`config.mk`:
```
export PLATFORM = sky130hd
export DESIGN_NAME = relay_weekly_schedule_controller_flat
export DESIGN_NICKNAME = d
export VERILOG_FILES = /design/src/rtl/rwsc_pkg.sv /design/src/rtl/rwsc_if.sv /design/src/rtl/relay_weekly_schedule_controller.sv /design/src/flat_wrapper.sv
export SDC_FILE = /design/constraint.sdc
export NUM_CORES = 1
export LEC_CHECK = 0
export ABC_AREA = 1
export BUFFER_PORTS_ARGS = -buffer_cell sky130_fd_sc_hd__buf_2
export CAP_MARGIN = 20
export CORE_AREA = 8 8 302 304
export CTS_CLUSTER_SIZE = 16
export DETAILED_ROUTE_END_ITERATION = 7
export DIE_AREA = 0 0 310 312
export PLACE_DENSITY = 0.54
export SETUP_SLACK_MARGIN = 0.3
export SYNTH_ARGS = -nofsm -noshare
export SYNTH_HDL_FRONTEND = slang
export SYNTH_SLANG_ARGS = --single-unit
export TNS_END_PERCENT = 10
```
`constraint.sdc`:
```
create_clock -name clk_i -period 3.65 [get_ports clk_i]
set_clock_uncertainty 0.15 [all_clocks]
set_input_delay 0.1825 -clock clk_i [delete_from_list [all_inputs] [get_ports clk_i]]
set_output_delay 0.1825 -clock clk_i [all_outputs]
set_load 0.02 [all_outputs]
```
`src/rtl/rwsc_pkg.sv`:
```
`default_nettype none

package rwsc_pkg;

  localparam int unsigned PlanSlotsDefault = 10;

  localparam int unsigned OpcodeW = 3;
  localparam int unsigned DayW    = 3;
  localparam int unsigned SecW    = 17;
  localparam int unsigned DaysW   = 7;
  localparam int unsigned LoopW   = 24;
  localparam int unsigned UsedW   = 4;
  localparam int unsigned ErrW    = 2;

  localparam logic [OpcodeW-1:0] OP_TICK   = 3'd0;
  localparam logic [OpcodeW-1:0] OP_BUTTON = 3'd1;
  localparam logic [OpcodeW-1:0] OP_OFF    = 3'd2;
  localparam logic [OpcodeW-1:0] OP_ON     = 3'd3;
  localparam logic [OpcodeW-1:0] OP_TOGGLE = 3'd4;
  localparam logic [OpcodeW-1:0] OP_LOOP   = 3'd5;
  localparam logic [OpcodeW-1:0] OP_PLAN   = 3'd6;

  localparam logic [ErrW-1:0] ERR_NONE = 2'd0;
  localparam logic [ErrW-1:0] ERR_FULL = 2'd1;
  localparam logic [ErrW-1:0] ERR_LOOP = 2'd2;

  localparam logic [DayW-1:0] DAY_SUNDAY   = 3'd0;
  localparam logic [DayW-1:0] DAY_SATURDAY = 3'd6;

  typedef enum logic {
    ST_IDLE,
    ST_SCAN
  } rwsc_state_e;

  typedef struct packed {
    logic [DaysW-1:0] days;
    logic [SecW-1:0]  on_sec;
    logic [SecW-1:0]  off_sec;
    logic             in_window;
  } plan_entry_t;

endpackage

`default_nettype wire

```
`src/rtl/rwsc_if.sv`:
```
`default_nettype none

interface rwsc_in_if;
  import rwsc_pkg::*;

  logic               valid;
  logic               ready;
  logic [OpcodeW-1:0] opcode;
  logic [DayW-1:0]    day_of_week;
  logic [SecW-1:0]    second_of_day;
  logic [DaysW-1:0]   weekday_set;
  logic [SecW-1:0]    on_second;
  logic [SecW-1:0]    off_second;
  logic [LoopW-1:0]   loop_on_len;
  logic [LoopW-1:0]   loop_off_len;

  modport source (
    output valid, opcode, day_of_week, second_of_day, weekday_set,
           on_second, off_second, loop_on_len, loop_off_len,
    input  ready
  );

  modport sink (
    input  valid, opcode, day_of_week, second_of_day, weekday_set,
           on_second, off_second, loop_on_len, loop_off_len,
    output ready
  );
endinterface

interface rwsc_out_if;
  import rwsc_pkg::*;

  logic             valid;
  logic             ready;
  logic             relay_on;
  logic             loop_running;
  logic [UsedW-1:0] plans_used;
  logic [ErrW-1:0]  error_code;

  modport source (
    output valid, relay_on, loop_running, plans_used, error_code,
    input  ready
  );

  modport sink (
    input  valid, relay_on, loop_running, plans_used, error_code,
    output ready
  );
endinterface

`default_nettype wire

```
`src/rtl/relay_weekly_schedule_controller.sv`:
```
// A command transfer shows its result on the registered output in the cycle after
// it; a tick with stored plans first walks them in ST_SCAN and then shows it.
// One command per cycle while the output is not stalled; a tick holds the input
// for the walk over the stored plans, in order, through the single read port.
// Reset clears the relay, the loop and the plan count asynchronously; the plan
// memory itself is not cleared, since only written slots are ever used.
`default_nettype none

module relay_weekly_schedule_controller #(
  parameter int unsigned PLAN_SLOTS = rwsc_pkg::PlanSlotsDefault
) (
  input  wire         clk_i,
  input  wire         rst_ni,
  rwsc_in_if.sink     in_ch_i,
  rwsc_out_if.source  out_ch_o
);
  import rwsc_pkg::*;

  localparam int unsigned IdxW = (PLAN_SLOTS > 1) ? $clog2(PLAN_SLOTS) : 1;
  localparam int unsigned CntW = $clog2(PLAN_SLOTS + 1);

  rwsc_state_e      state_q, state_d;
  logic             relay_q, relay_d;
  logic             loop_act_q, loop_act_d;
  logic             phase_q, phase_d;
  logic [LoopW-1:0] rem_q, rem_d;
  logic [LoopW-1:0] lon_q, lon_d;
  logic [LoopW-1:0] loff_q, loff_d;
  logic [CntW-1:0]  used_q, used_d;
  logic [IdxW-1:0]  idx_q, idx_d;
  logic [DayW-1:0]  day_q, day_d;
  logic [SecW-1:0]  sec_q, sec_d;

  logic             out_valid_q, out_valid_d;
  logic             out_relay_q, out_relay_d;
  logic             out_loop_q, out_loop_d;
  logic [UsedW-1:0] out_used_q, out_used_d;
  logic [ErrW-1:0]  out_err_q, out_err_d;

  plan_entry_t      plan_mem [PLAN_SLOTS];
  plan_entry_t      plan_rd_q;
  plan_entry_t      wr_data;
  logic             mem_we;
  logic [IdxW-1:0]  wr_addr;
  logic [IdxW-1:0]  rd_addr;

  logic             in_fire;
  logic             is_tick;
  logic             start_scan;
  logic [CntW-1:0]  idx_next;
  logic             scan_more;
  logic             today_set;
  logic             yday_set;
  logic [DayW-1:0]  yday;
  logic             now_in;

  assign in_ch_i.ready = (state_q == ST_IDLE) && (!out_valid_q || out_ch_o.ready);
  assign in_fire       = in_ch_i.valid && in_ch_i.ready;
  assign is_tick       = (in_ch_i.opcode == OP_TICK);
  assign start_scan    = in_fire && is_tick && (used_q != '0);
  assign idx_next      = CntW'(idx_q) + CntW'(1);
  assign scan_more     = (idx_next < used_q);

  assign yday      = (day_q == DAY_SUNDAY) ? DAY_SATURDAY : day_q - DayW'(1);
  assign today_set = (day_q <= DAY_SATURDAY) && plan_rd_q.days[day_q];
  assign yday_set  = (day_q <= DAY_SATURDAY) && plan_rd_q.days[yday];

  always_comb begin
    if (plan_rd_q.off_sec > plan_rd_q.on_sec) begin
      now_in = today_set && (sec_q >= plan_rd_q.on_sec) && (sec_q < plan_rd_q.off_sec);
    end else begin
      now_in = (today_set && (sec_q >= plan_rd_q.on_sec)) ||
               (yday_set && (sec_q < plan_rd_q.off_sec));
    end
  end

  always_comb begin
    state_d = state_q;
    case (state_q)
      ST_IDLE: begin
        if (start_scan) begin
          state_d = ST_SCAN;
        end
      end
      ST_SCAN: begin
        if (!scan_more) begin
          state_d = ST_IDLE;
        end
      end
      default: state_d = ST_IDLE;
    endcase
  end

  always_comb begin
    relay_d     = relay_q;
    loop_act_d  = loop_act_q;
    phase_d     = phase_q;
    rem_d       = rem_q;
    lon_d       = lon_q;
    loff_d      = loff_q;
    used_d      = used_q;
    idx_d       = idx_q;
    day_d       = day_q;
    sec_d       = sec_q;
    out_valid_d = out_valid_q && !out_ch_o.ready;
    out_relay_d = out_relay_q;
    out_loop_d  = out_loop_q;
    out_used_d  = out_used_q;
    out_err_d   = out_err_q;
    mem_we      = 1'b0;
    wr_addr     = '0;
    wr_data     = '0;
    rd_addr     = '0;

    case (state_q)
      ST_IDLE: begin
        if (in_fire) begin
          out_err_d = ERR_NONE;
          if (in_ch_i.opcode inside {[OP_OFF:OP_PLAN]}) begin
            loop_act_d = 1'b0;
          end
          case (in_ch_i.opcode)
            OP_TICK: begin
              if (loop_act_q) begin
                if (rem_q > LoopW'(1)) begin
                  rem_d = rem_q - LoopW'(1);
                end else begin
                  phase_d = !phase_q;
                  relay_d = !phase_q;
                  rem_d   = phase_q ? loff_q : lon_q;
                end
              end
              day_d = in_ch_i.day_of_week;
              sec_d = in_ch_i.second_of_day;
              idx_d = '0;
            end
            OP_BUTTON: begin
              if (!loop_act_q) begin
                relay_d = !relay_q;
              end
            end
            OP_OFF:    relay_d = 1'b0;
            OP_ON:     relay_d = 1'b1;
            OP_TOGGLE: relay_d = !relay_q;
            OP_LOOP: begin
              if ((in_ch_i.loop_on_len == '0) || (in_ch_i.loop_off_len == '0)) begin
                out_err_d = ERR_LOOP;
              end else begin
                lon_d      = in_ch_i.loop_on_len;
                loff_d     = in_ch_i.loop_off_len;
                loop_act_d = 1'b1;
                phase_d    = 1'b1;
                rem_d      = in_ch_i.loop_on_len;
                relay_d    = 1'b1;
              end
            end
            OP_PLAN: begin
              if (used_q < CntW'(PLAN_SLOTS)) begin
                mem_we            = 1'b1;
                wr_addr           = used_q[IdxW-1:0];
                wr_data.days      = in_ch_i.weekday_set;
                wr_data.on_sec    = in_ch_i.on_second;
                wr_data.off_sec   = in_ch_i.off_second;
                wr_data.in_window = 1'b0;
                used_d            = used_q + CntW'(1);
              end else begin
                out_err_d = ERR_FULL;
              end
            end
            default: ;
          endcase
          if (!start_scan) begin
            out_valid_d = 1'b1;
            out_relay_d = relay_d;
            out_loop_d  = loop_act_d;
            out_used_d  = UsedW'(used_d);
          end
        end
      end
      ST_SCAN: begin
        if (now_in && !plan_rd_q.in_window) begin
          relay_d = 1'b1;
        end else if (!now_in && plan_rd_q.in_window) begin
          relay_d = 1'b0;
        end
        mem_we            = 1'b1;
        wr_addr           = idx_q;
        wr_data           = plan_rd_q;
        wr_data.in_window = now_in;
        if (scan_more) begin
          idx_d   = idx_next[IdxW-1:0];
          rd_addr = idx_next[IdxW-1:0];
        end else begin
          out_valid_d = 1'b1;
          out_relay_d = relay_d;
          out_loop_d  = loop_act_q;
          out_used_d  = UsedW'(used_q);
          out_err_d   = ERR_NONE;
        end
      end
      default: ;
    endcase
  end

  always_ff @(posedge clk_i) begin
    if (mem_we) begin
      plan_mem[wr_addr] <= wr_data;
    end
    plan_rd_q <= plan_mem[rd_addr];
  end

  always_ff @(posedge clk_i or negedge rst_ni) begin
    if (!rst_ni) begin
      state_q     <= ST_IDLE;
      relay_q     <= 1'b0;
      loop_act_q  <= 1'b0;
      phase_q     <= 1'b0;
      rem_q       <= '0;
      lon_q       <= '0;
      loff_q      <= '0;
      used_q      <= '0;
      idx_q       <= '0;
      out_valid_q <= 1'b0;
    end else begin
      state_q     <= state_d;
      relay_q     <= relay_d;
      loop_act_q  <= loop_act_d;
      phase_q     <= phase_d;
      rem_q       <= rem_d;
      lon_q       <= lon_d;
      loff_q      <= loff_d;
      used_q      <= used_d;
      idx_q       <= idx_d;
      out_valid_q <= out_valid_d;
    end
  end

  always_ff @(posedge clk_i) begin
    day_q       <= day_d;
    sec_q       <= sec_d;
    out_relay_q <= out_relay_d;
    out_loop_q  <= out_loop_d;
    out_used_q  <= out_used_d;
    out_err_q   <= out_err_d;
  end

  assign out_ch_o.valid        = out_valid_q;
  assign out_ch_o.relay_on     = out_relay_q;
  assign out_ch_o.loop_running = out_loop_q;
  assign out_ch_o.plans_used   = out_used_q;
  assign out_ch_o.error_code   = out_err_q;

  // The walk must stay on written slots and write back only the slot it read.
  a_used_bound: assert property (@(posedge clk_i) disable iff (!rst_ni)
    used_q <= CntW'(PLAN_SLOTS))
    else $error("plan count beyond table size");

  a_scan_idx: assert property (@(posedge clk_i) disable iff (!rst_ni)
    (state_q == ST_SCAN) |-> (CntW'(idx_q) < used_q))
    else $error("scan index past stored plans");

  a_scan_wr: assert property (@(posedge clk_i) disable iff (!rst_ni)
    (state_q == ST_SCAN) |-> (mem_we && (wr_addr == idx_q) && !in_ch_i.ready))
    else $error("scan write-back misplaced or input open during scan");

  a_loop_count: assert property (@(posedge clk_i) disable iff (!rst_ni)
    loop_act_q |-> (rem_q != '0))
    else $error("running loop with empty counter");

  a_scan_start: assert property (@(posedge clk_i) disable iff (!rst_ni)
    start_scan |=> ((state_q == ST_SCAN) && !out_valid_q))
    else $error("tick walk did not start cleanly");

endmodule

`default_nettype wire

```
`src/flat_wrapper.sv`:
```
// flat-port wrapper written by rule: the top's interface ports become plain ports
module relay_weekly_schedule_controller_flat import rwsc_pkg::*;
#(
  parameter int unsigned PLAN_SLOTS = rwsc_pkg::PlanSlotsDefault
)
  (clk_i, rst_ni, in_ch_i_valid, in_ch_i_opcode, in_ch_i_day_of_week, in_ch_i_second_of_day, in_ch_i_weekday_set, in_ch_i_on_second, in_ch_i_off_second, in_ch_i_loop_on_len, in_ch_i_loop_off_len, in_ch_i_ready, out_ch_o_valid, out_ch_o_relay_on, out_ch_o_loop_running, out_ch_o_plans_used, out_ch_o_error_code, out_ch_o_ready);
  rwsc_in_if in_ch_i_i ();
  rwsc_out_if out_ch_o_i ();
  input  wire clk_i;
  input  wire rst_ni;
  input wire logic [$bits(in_ch_i_i.valid)-1:0] in_ch_i_valid;
  input wire logic [$bits(in_ch_i_i.opcode)-1:0] in_ch_i_opcode;
  input wire logic [$bits(in_ch_i_i.day_of_week)-1:0] in_ch_i_day_of_week;
  input wire logic [$bits(in_ch_i_i.second_of_day)-1:0] in_ch_i_second_of_day;
  input wire logic [$bits(in_ch_i_i.weekday_set)-1:0] in_ch_i_weekday_set;
  input wire logic [$bits(in_ch_i_i.on_second)-1:0] in_ch_i_on_second;
  input wire logic [$bits(in_ch_i_i.off_second)-1:0] in_ch_i_off_second;
  input wire logic [$bits(in_ch_i_i.loop_on_len)-1:0] in_ch_i_loop_on_len;
  input wire logic [$bits(in_ch_i_i.loop_off_len)-1:0] in_ch_i_loop_off_len;
  output wire logic [$bits(in_ch_i_i.ready)-1:0] in_ch_i_ready;
  output wire logic [$bits(out_ch_o_i.valid)-1:0] out_ch_o_valid;
  output wire logic [$bits(out_ch_o_i.relay_on)-1:0] out_ch_o_relay_on;
  output wire logic [$bits(out_ch_o_i.loop_running)-1:0] out_ch_o_loop_running;
  output wire logic [$bits(out_ch_o_i.plans_used)-1:0] out_ch_o_plans_used;
  output wire logic [$bits(out_ch_o_i.error_code)-1:0] out_ch_o_error_code;
  input wire logic [$bits(out_ch_o_i.ready)-1:0] out_ch_o_ready;
  assign in_ch_i_i.valid = in_ch_i_valid;
  assign in_ch_i_i.opcode = in_ch_i_opcode;
  assign in_ch_i_i.day_of_week = in_ch_i_day_of_week;
  assign in_ch_i_i.second_of_day = in_ch_i_second_of_day;
  assign in_ch_i_i.weekday_set = in_ch_i_weekday_set;
  assign in_ch_i_i.on_second = in_ch_i_on_second;
  assign in_ch_i_i.off_second = in_ch_i_off_second;
  assign in_ch_i_i.loop_on_len = in_ch_i_loop_on_len;
  assign in_ch_i_i.loop_off_len = in_ch_i_loop_off_len;
  assign in_ch_i_ready = in_ch_i_i.ready;
  assign out_ch_o_valid = out_ch_o_i.valid;
  assign out_ch_o_relay_on = out_ch_o_i.relay_on;
  assign out_ch_o_loop_running = out_ch_o_i.loop_running;
  assign out_ch_o_plans_used = out_ch_o_i.plans_used;
  assign out_ch_o_error_code = out_ch_o_i.error_code;
  assign out_ch_o_i.ready = out_ch_o_ready;
  relay_weekly_schedule_controller #(.PLAN_SLOTS(PLAN_SLOTS)) u_core (.clk_i(clk_i), .rst_ni(rst_ni), .in_ch_i(in_ch_i_i), .out_ch_o(out_ch_o_i));
endmodule
```
* Word-level counts from Yosys, hierarchy flattened
Memory sizes are Yosys's and may differ from the RTL's. A register that Yosys moved wholly into a read port is not among the register bits.
Index checks and enable logic that the tools add are counted.
** Cells by class
- Bitwise operators :: 2
- Equality and inequality tests :: 14
- $lt $le $gt $ge :: 11
- Multiplexer cells :: 74
- Reductions and logical operators :: 36
- Add/sub/neg operators :: 4
** Operator list (number)
- two-way mux 42 bit :: 3
- two-way mux 24 bit :: 4
- case mux 42 bit (2 select lines) :: 1
- two-way mux 4 bit :: 13
- zero test 24 bit :: 2
- case mux 24 bit (2 select lines) :: 1
- two-way mux 1 bit :: 33
- > comparator 24 x 1 -> 1 bit (second input constant) :: 1
- case mux 4 bit (2 select lines) :: 3
- subtractor 24 x 1 -> 24 bit (second input constant) :: 1
- greater-or-equal comparator 17 bit :: 1
- > comparator 17 bit :: 1
- < comparator 17 bit :: 1
- case mux 1 bit (2 select lines) :: 7
- logical AND 1 bit :: 13
- != test 2 bit (second input constant) :: 5
- equality test 3 bit (second input constant) :: 3
- AND reduction 3 bit :: 3
- adder 4 x 1 -> 4 bit (second input constant) :: 2
- < comparator 3 x 4 -> 1 bit (second input constant) :: 2
- case mux 2 bit (2 select lines) :: 2
- binary-select mux 1 bit (select 3 bit) :: 2
- equality test 3 x 2 -> 1 bit (second input constant) :: 2
- less-or-equal comparator 3 bit (second input constant) :: 2
- 19 further kinds :: 33
** Storage, ports and cells
- Bits in registers :: 113
- Logic and storage cells :: 158
- Input port bits :: 116
- Output and inout port bits :: 10
- RAM bits :: 420
- Memories :: 1
** Memories
- u_core.plan_mem :: depth 10, bits a word 42, read ports 1, clocked after memory_dff 1, write ports 1, RTL line relay_weekly_schedule_controller.sv:40 : plan_entry_t plan_mem [PLAN_SLOTS];

* Logic depth before layout (Yosys ltp)
- Depth after elaboration :: 14
- Gate-level depth with buffers :: 19
- Gate-level depth less buffers :: 19

* Worst setup path after synthesis
No wires, ideal clock.
- Path type :: reg-to-reg
- From :: register u_core.out_valid_q (netlist: u_core.out_ch_o.valid)
- To :: memory u_core.plan_mem[8][0] in the netlist's numbering (enable)
- Slack :: -0.444 ns
- Arrival :: 3.503 ns
- Buffers on the path :: 0
- Cell stages (with the launch flop) :: 11
- Library setup time :: 0.441 ns
- Required time :: 3.059 ns
- Path through :: dfrtp_1 inv_1 nor2_1 nor2_1 nand2_1 nor2_4 inv_2 o22ai_2 inv_2 or2_1 nor2_1
** Between the ends
- Longest elaborated chain between the ends :: 8
** Ends and longest elaborated chain
- start, declared :: RTL line relay_weekly_schedule_controller.sv:34 : logic out_valid_q, out_valid_d;
- start signal, assigned :: RTL line relay_weekly_schedule_controller.sv:234 : out_valid_q <= out_valid_d;
- zero test 1 bit (*) :: RTL line relay_weekly_schedule_controller.sv:57 : assign in_ch_i.ready = (state_q == ST_IDLE) && (!out_valid_q || out_ch_o.ready);
- logical OR 1 bit (*) :: RTL line relay_weekly_schedule_controller.sv:57
- logical AND 1 bit (*) :: RTL line relay_weekly_schedule_controller.sv:57
- via in_ch_i_ready :: RTL line flat_wrapper.sv:20 : output wire logic [$bits(in_ch_i_i.ready)-1:0] in_ch_i_ready;
- logical AND 1 bit (*) :: RTL line relay_weekly_schedule_controller.sv:58 : assign in_fire = in_ch_i.valid && in_ch_i.ready;
- two-way mux 1 bit :: RTL line relay_weekly_schedule_controller.sv:117 : if (in_fire) begin
- case mux 1 bit (2 select lines) :: RTL line relay_weekly_schedule_controller.sv:115 : case (state_q)
- two-way mux 1 bit :: RTL line relay_weekly_schedule_controller.sv:206 : if (mem_we) begin
- two-way mux 1 bit (not written as such) :: RTL line relay_weekly_schedule_controller.sv:207 : plan_mem[wr_addr] <= wr_data;
- end, declared :: RTL line relay_weekly_schedule_controller.sv:40
Mark *: on every way through the listed nets, which the timed path passes. The rest lies on a longest branch.

* Final worst setup path
- From :: register u_core.idx_q[0]
- To :: register u_core.plan_rd_q[24] (netlist name)
** Between the ends
- Longest elaborated chain between the ends :: 4
** Ends and longest elaborated chain
- start, declared :: RTL line relay_weekly_schedule_controller.sv:30 : logic [IdxW-1:0] idx_q, idx_d;
- start signal, assigned :: RTL line relay_weekly_schedule_controller.sv:233 : idx_q <= idx_d;
- adder 4 x 1 -> 4 bit (*) :: RTL line relay_weekly_schedule_controller.sv:61 : assign idx_next = CntW'(idx_q) + CntW'(1);
- < comparator 4 bit :: RTL line relay_weekly_schedule_controller.sv:62 : assign scan_more = (idx_next < used_q);
- two-way mux 4 bit (*) :: RTL line relay_weekly_schedule_controller.sv:190 : if (scan_more) begin
- two-way mux 4 bit (*) :: RTL line relay_weekly_schedule_controller.sv:115
Mark *: on every way between the ends. The rest lies on a longest branch, timed or not.
A chain may end at the register's enable or synchronous reset.

==> flow_metrics.tcl <==
set metrics [dict create \
    finalSetupViolations 0 \
    hold_viol_final 0 \
    path_max_fanout 118 \
    worstSetupPathType "reg -> reg" \
    drtIter0Drc 1402 \
    nFillCells 8688 \
    cp_cell_sequence "nand3_1 -> xor2_1 -> ha_1 -> a21oi_1 -> nand2_2 -> nor2_4 -> nand2_8 -> buf_12 -> o211ai_1 -> nand3_1 -> nand3_1 -> nand2_1" \
    dp_hpwl_mm 43.5 \
    finalCritPeriodShare_pct 86.1 \
    ir_drop_v 0.000448 \
    cp.required_ns 4.05 \
    async_reset_ff_share_pct 14.8 \
    p_total_mw 23.3 \
    place_congestion 0.809 \
    seq_area_um2 16400 \
    sw_frac_of_total_pct 36.3 \
    p_int_mw 14.8 \
    pwr-share-clk_pct 26.9 \
    dieArea_um2 96700 \
    synth_ff_type "edfxtp_1" \
    p_comb_share_pct 32.5 \
    grt_max_degree 119 \
    insertion_delay_ns 0.66 \
    drc_errors 0 \
    start_util_pct 29.7 \
    yosysWarnings 0 \
    viasPerCell 4.69 \
    syn_inst 2418 \
    routedWlPerCell_um 18.7 \
    drt_pass1_iterations 5 \
    hold_class "in -> reg" \
    die_h_um 312 \
    crit_arrival_ns 3.54 \
    multi_input_area_um2 7550 \
    io_pins 126 \
    p_switching_mw 8.46 \
    avgSynthCellArea_um2 10.6 \
    cp_common_cell "nand3_1" \
    cp-start-kind "register" \
    relSlewSlack_pct 26.9 \
    clock_path_buffers 3 \
    rows 108 \
    area_delta_synth_final_pct 19.6 \
    instances_no_fill 3832 \
    layout-drive-gt1-share_pct 11.8 \
    power_density_nw_per_um2 761 \
    coreArea_um2 86200 \
    yosys_register_bits 575 \
    grt_overflow 0 \
    p_leak_nw 12.5 \
    port_buffers 125 \
    period_needed_ns 3.14 \
    rsz0062_at_grt "true" \
    fmax_mhz 318 \
    vias 17976 \
    synthTopCellsByArea "edfxtp_1 (53%), dfrtp_1 (8.3%), nand2_1 (6.0%)" \
    crit_slowest_cell "dfrtp_1" \
    post_cts.repair.setup_buffers 0 \
    antenna_found_initial 4 \
    ys_types 50 \
    die_w_um 310 \
    htreeDepth 2 \
    max_cap_violations 0 \
    cts_tree "built" \
    routed_wl_mm 71.8 \
    drv_slew 0 \
    nets 2802 \
    drt.antenna.violating_nets 0 \
    synth-edff-count 448 \
    yosysSeqAreaShare_pct 64.1 \
    crit_path_end_kind "register" \
    cts-root-buf "clkbuf_16" \
    numCtsBuffers 61 \
    yosysTopAreaCellShare_pct 52.5 \
    grt_usage_pct 14.4 \
    fin_setup_tns_ns 0 \
    hold-worst-slack_ns 0.0328 \
    cpPeakStageDelay_ns 0.42 \
    outcome "completed" \
    synth_top_area_cell "edfxtp_1" \
    synth_area_um2 25600 \
    path_clk_slew_ns 0.06 \
    syn_nets 2595 \
    grt_pass1_wl_mm 108 \
    grt_pass1_vias 17457 \
    dp_cells 3631 \
    clock-sinks 575 \
    worst_pin_slew_ns 1.08 \
    p_seq_share_pct 40.6 \
]
[state kept, by name, indices dropped and copies added, names as in the netlist, 17 cells and up]
register	cells
u_core.loff_q	24
u_core.plan_rd_q	42
u_core.lon_q	24
u_core.plan_mem	420
u_core.sec_q	17
u_core.rem_q	24
[final timing paths]
kind | startpoint | end | slack (ns) | cells after the start
max | u_core.idx_q[0]$_DFFE_PN0P_ | u_core.plan_rd_q[24]$_DFF_P_ | 0.51 | 12
min | in_ch_i_on_second[11] | u_core.plan_mem[4][29]$_DFFE_PP_ | 0.03 | 3
max reg2reg | u_core.idx_q[0]$_DFFE_PN0P_ | u_core.plan_rd_q[24]$_DFF_P_ | 0.51 | 12
min reg2reg | u_core.plan_mem[9][38]$_DFFE_PP_ | u_core.plan_rd_q[38]$_DFF_P_ | 0.32 | 2
max in group asynchronous | rst_ni | u_core.loff_q[18]$_DFFE_PN0P_ | 2.51 | 3
min in group asynchronous | rst_ni | u_core.rem_q[2]$_DFFE_PN0P_ | 0.04 | 2
[synth_stat cells, types with 16 or more instances]
master    count
a21oi_1      75
buf_2        50
clkbuf_1     41
dfrtp_1      85
dfxtp_1      42
edfxtp_1    448
ha_1         61
inv_1       289
nand2_1     410
nand3_1     124
nand4_1      20
nor2_1      221
o211ai_1    140
o21ai_0     228
o21ai_1      58
xor2_1       16
[critical path, delay by kind of cell, from the launching register on]
family / cells / cell delay (ns)
AO/OA/AOI/OAI: 2 / 0.43
XOR/XNOR: 1 / 0.33
adder cells (fa/ha/maj): 1 / 0.31
buffers and inverters: 1 / 0.29
flip-flops: 1 / 0.42
AND/OR/NAND/NOR: 7 / 1.06
[area by class of cell]
class / instances / share of cell area (%)
flip-flops and latches: 575 / 53.6
multi-input cells: 1425 / 24.7
repair buffers: 261 / 6.57
clock buffers: 86 / 5.55
well taps: 1155 / 4.72
inverters: 301 / 3.69
clock inverters: 28 / 1.17
diodes: 1 / 0.00817
[cells in the final DEF (no fill, tap or decap), types with 3 or more instances in the layout]
cell,synthesis,layout
edfxtp_1,448,448
nand2_1,410,408
inv_1,289,288
o21ai_0,228,228
nor2_1,221,211
o211ai_1,140,140
buf_2,50,125
nand3_1,124,124
dfrtp_1,85,85
dlygate4sd3_1,0,80
a21oi_1,75,75
ha_1,61,61
clkbuf_16,0,61
o21ai_1,58,58
dfxtp_1,42,42
buf_4,2,38
nand4_1,20,20
clkbuf_1,41,17
xor2_1,16,16
nor2_4,3,14
buf_12,0,13
inv_2,9,10
clkinv_2,0,10
mux2i_1,9,9
nor3_1,8,8
clkbuf_8,0,8
o22ai_1,7,7
a21o_1,6,6
clkinv_1,3,5
bufinv_16,0,5
clkinvlp_4,0,4
clkbuf_4,0,4
or2_2,3,3
nand2_4,0,3
o311ai_0,3,3
clkinv_16,0,3
clkinv_4,0,3
[power groups by stage]
stage	sequential (mW)	combinational [mW]	clock (mW)
4_1_cts	9.46	7.58	6.42
5_1_grt	9.59	8.60	6.66
3_3_place_gp	9.58	7.40	0
6_report	9.46	7.57	6.27
3_5_place_dp	9.59	7.48	0
2_1_floorplan	9.43	5.14	0
[repair_timing]
item | in CTS | in global routing
hold buffers | 76 | 4
endpoints found under the hold margin | 178 | 31
setup endpoints to repair | 0 | 10
resized for setup | 0 | 1
[through the flow]
stage | instance area (µm²) | util (%) | worst slack, ns
after floorplan | 25600 | - | -0.368
after global placement | 27700 | 32.1 | 0.541
after detailed placement | 27700 | 32.1 | 0.504
after CTS | 30500 | 35.4 | 0.492
after global routing | 30600 | 35.5 | 0.291
final | 30600 | 35.5 | 0.507
[per-layer routing]
layer	share of wire, %	vias up	global-route usage [%]
li1	-	8778	-
met1	48	8643	20.6
met2	45	458	22.6
met3	5.6	91	2.44
met4	2.0	6	3.56
met5	0.050	-	0
[cells by family (layout without fill, tap and decap cells)]
group                      count (synthesis)  count (layout)  share of synthesized area [%]
and+or+nand+nor                          805             806                           13.0
adders and majority gates                 61              61                           2.98
muxes                                      9               9                          0.352
other                                      0               1                              0
xor gates and xnor gates                  17              17                          0.581
AOI/OAI and AO/OA                        532             532                           12.1
DFF                                      575             575                           64.1
buffers and inverters                    419             676                           6.86
Note: power is estimated with default switching activity, not from simulation.
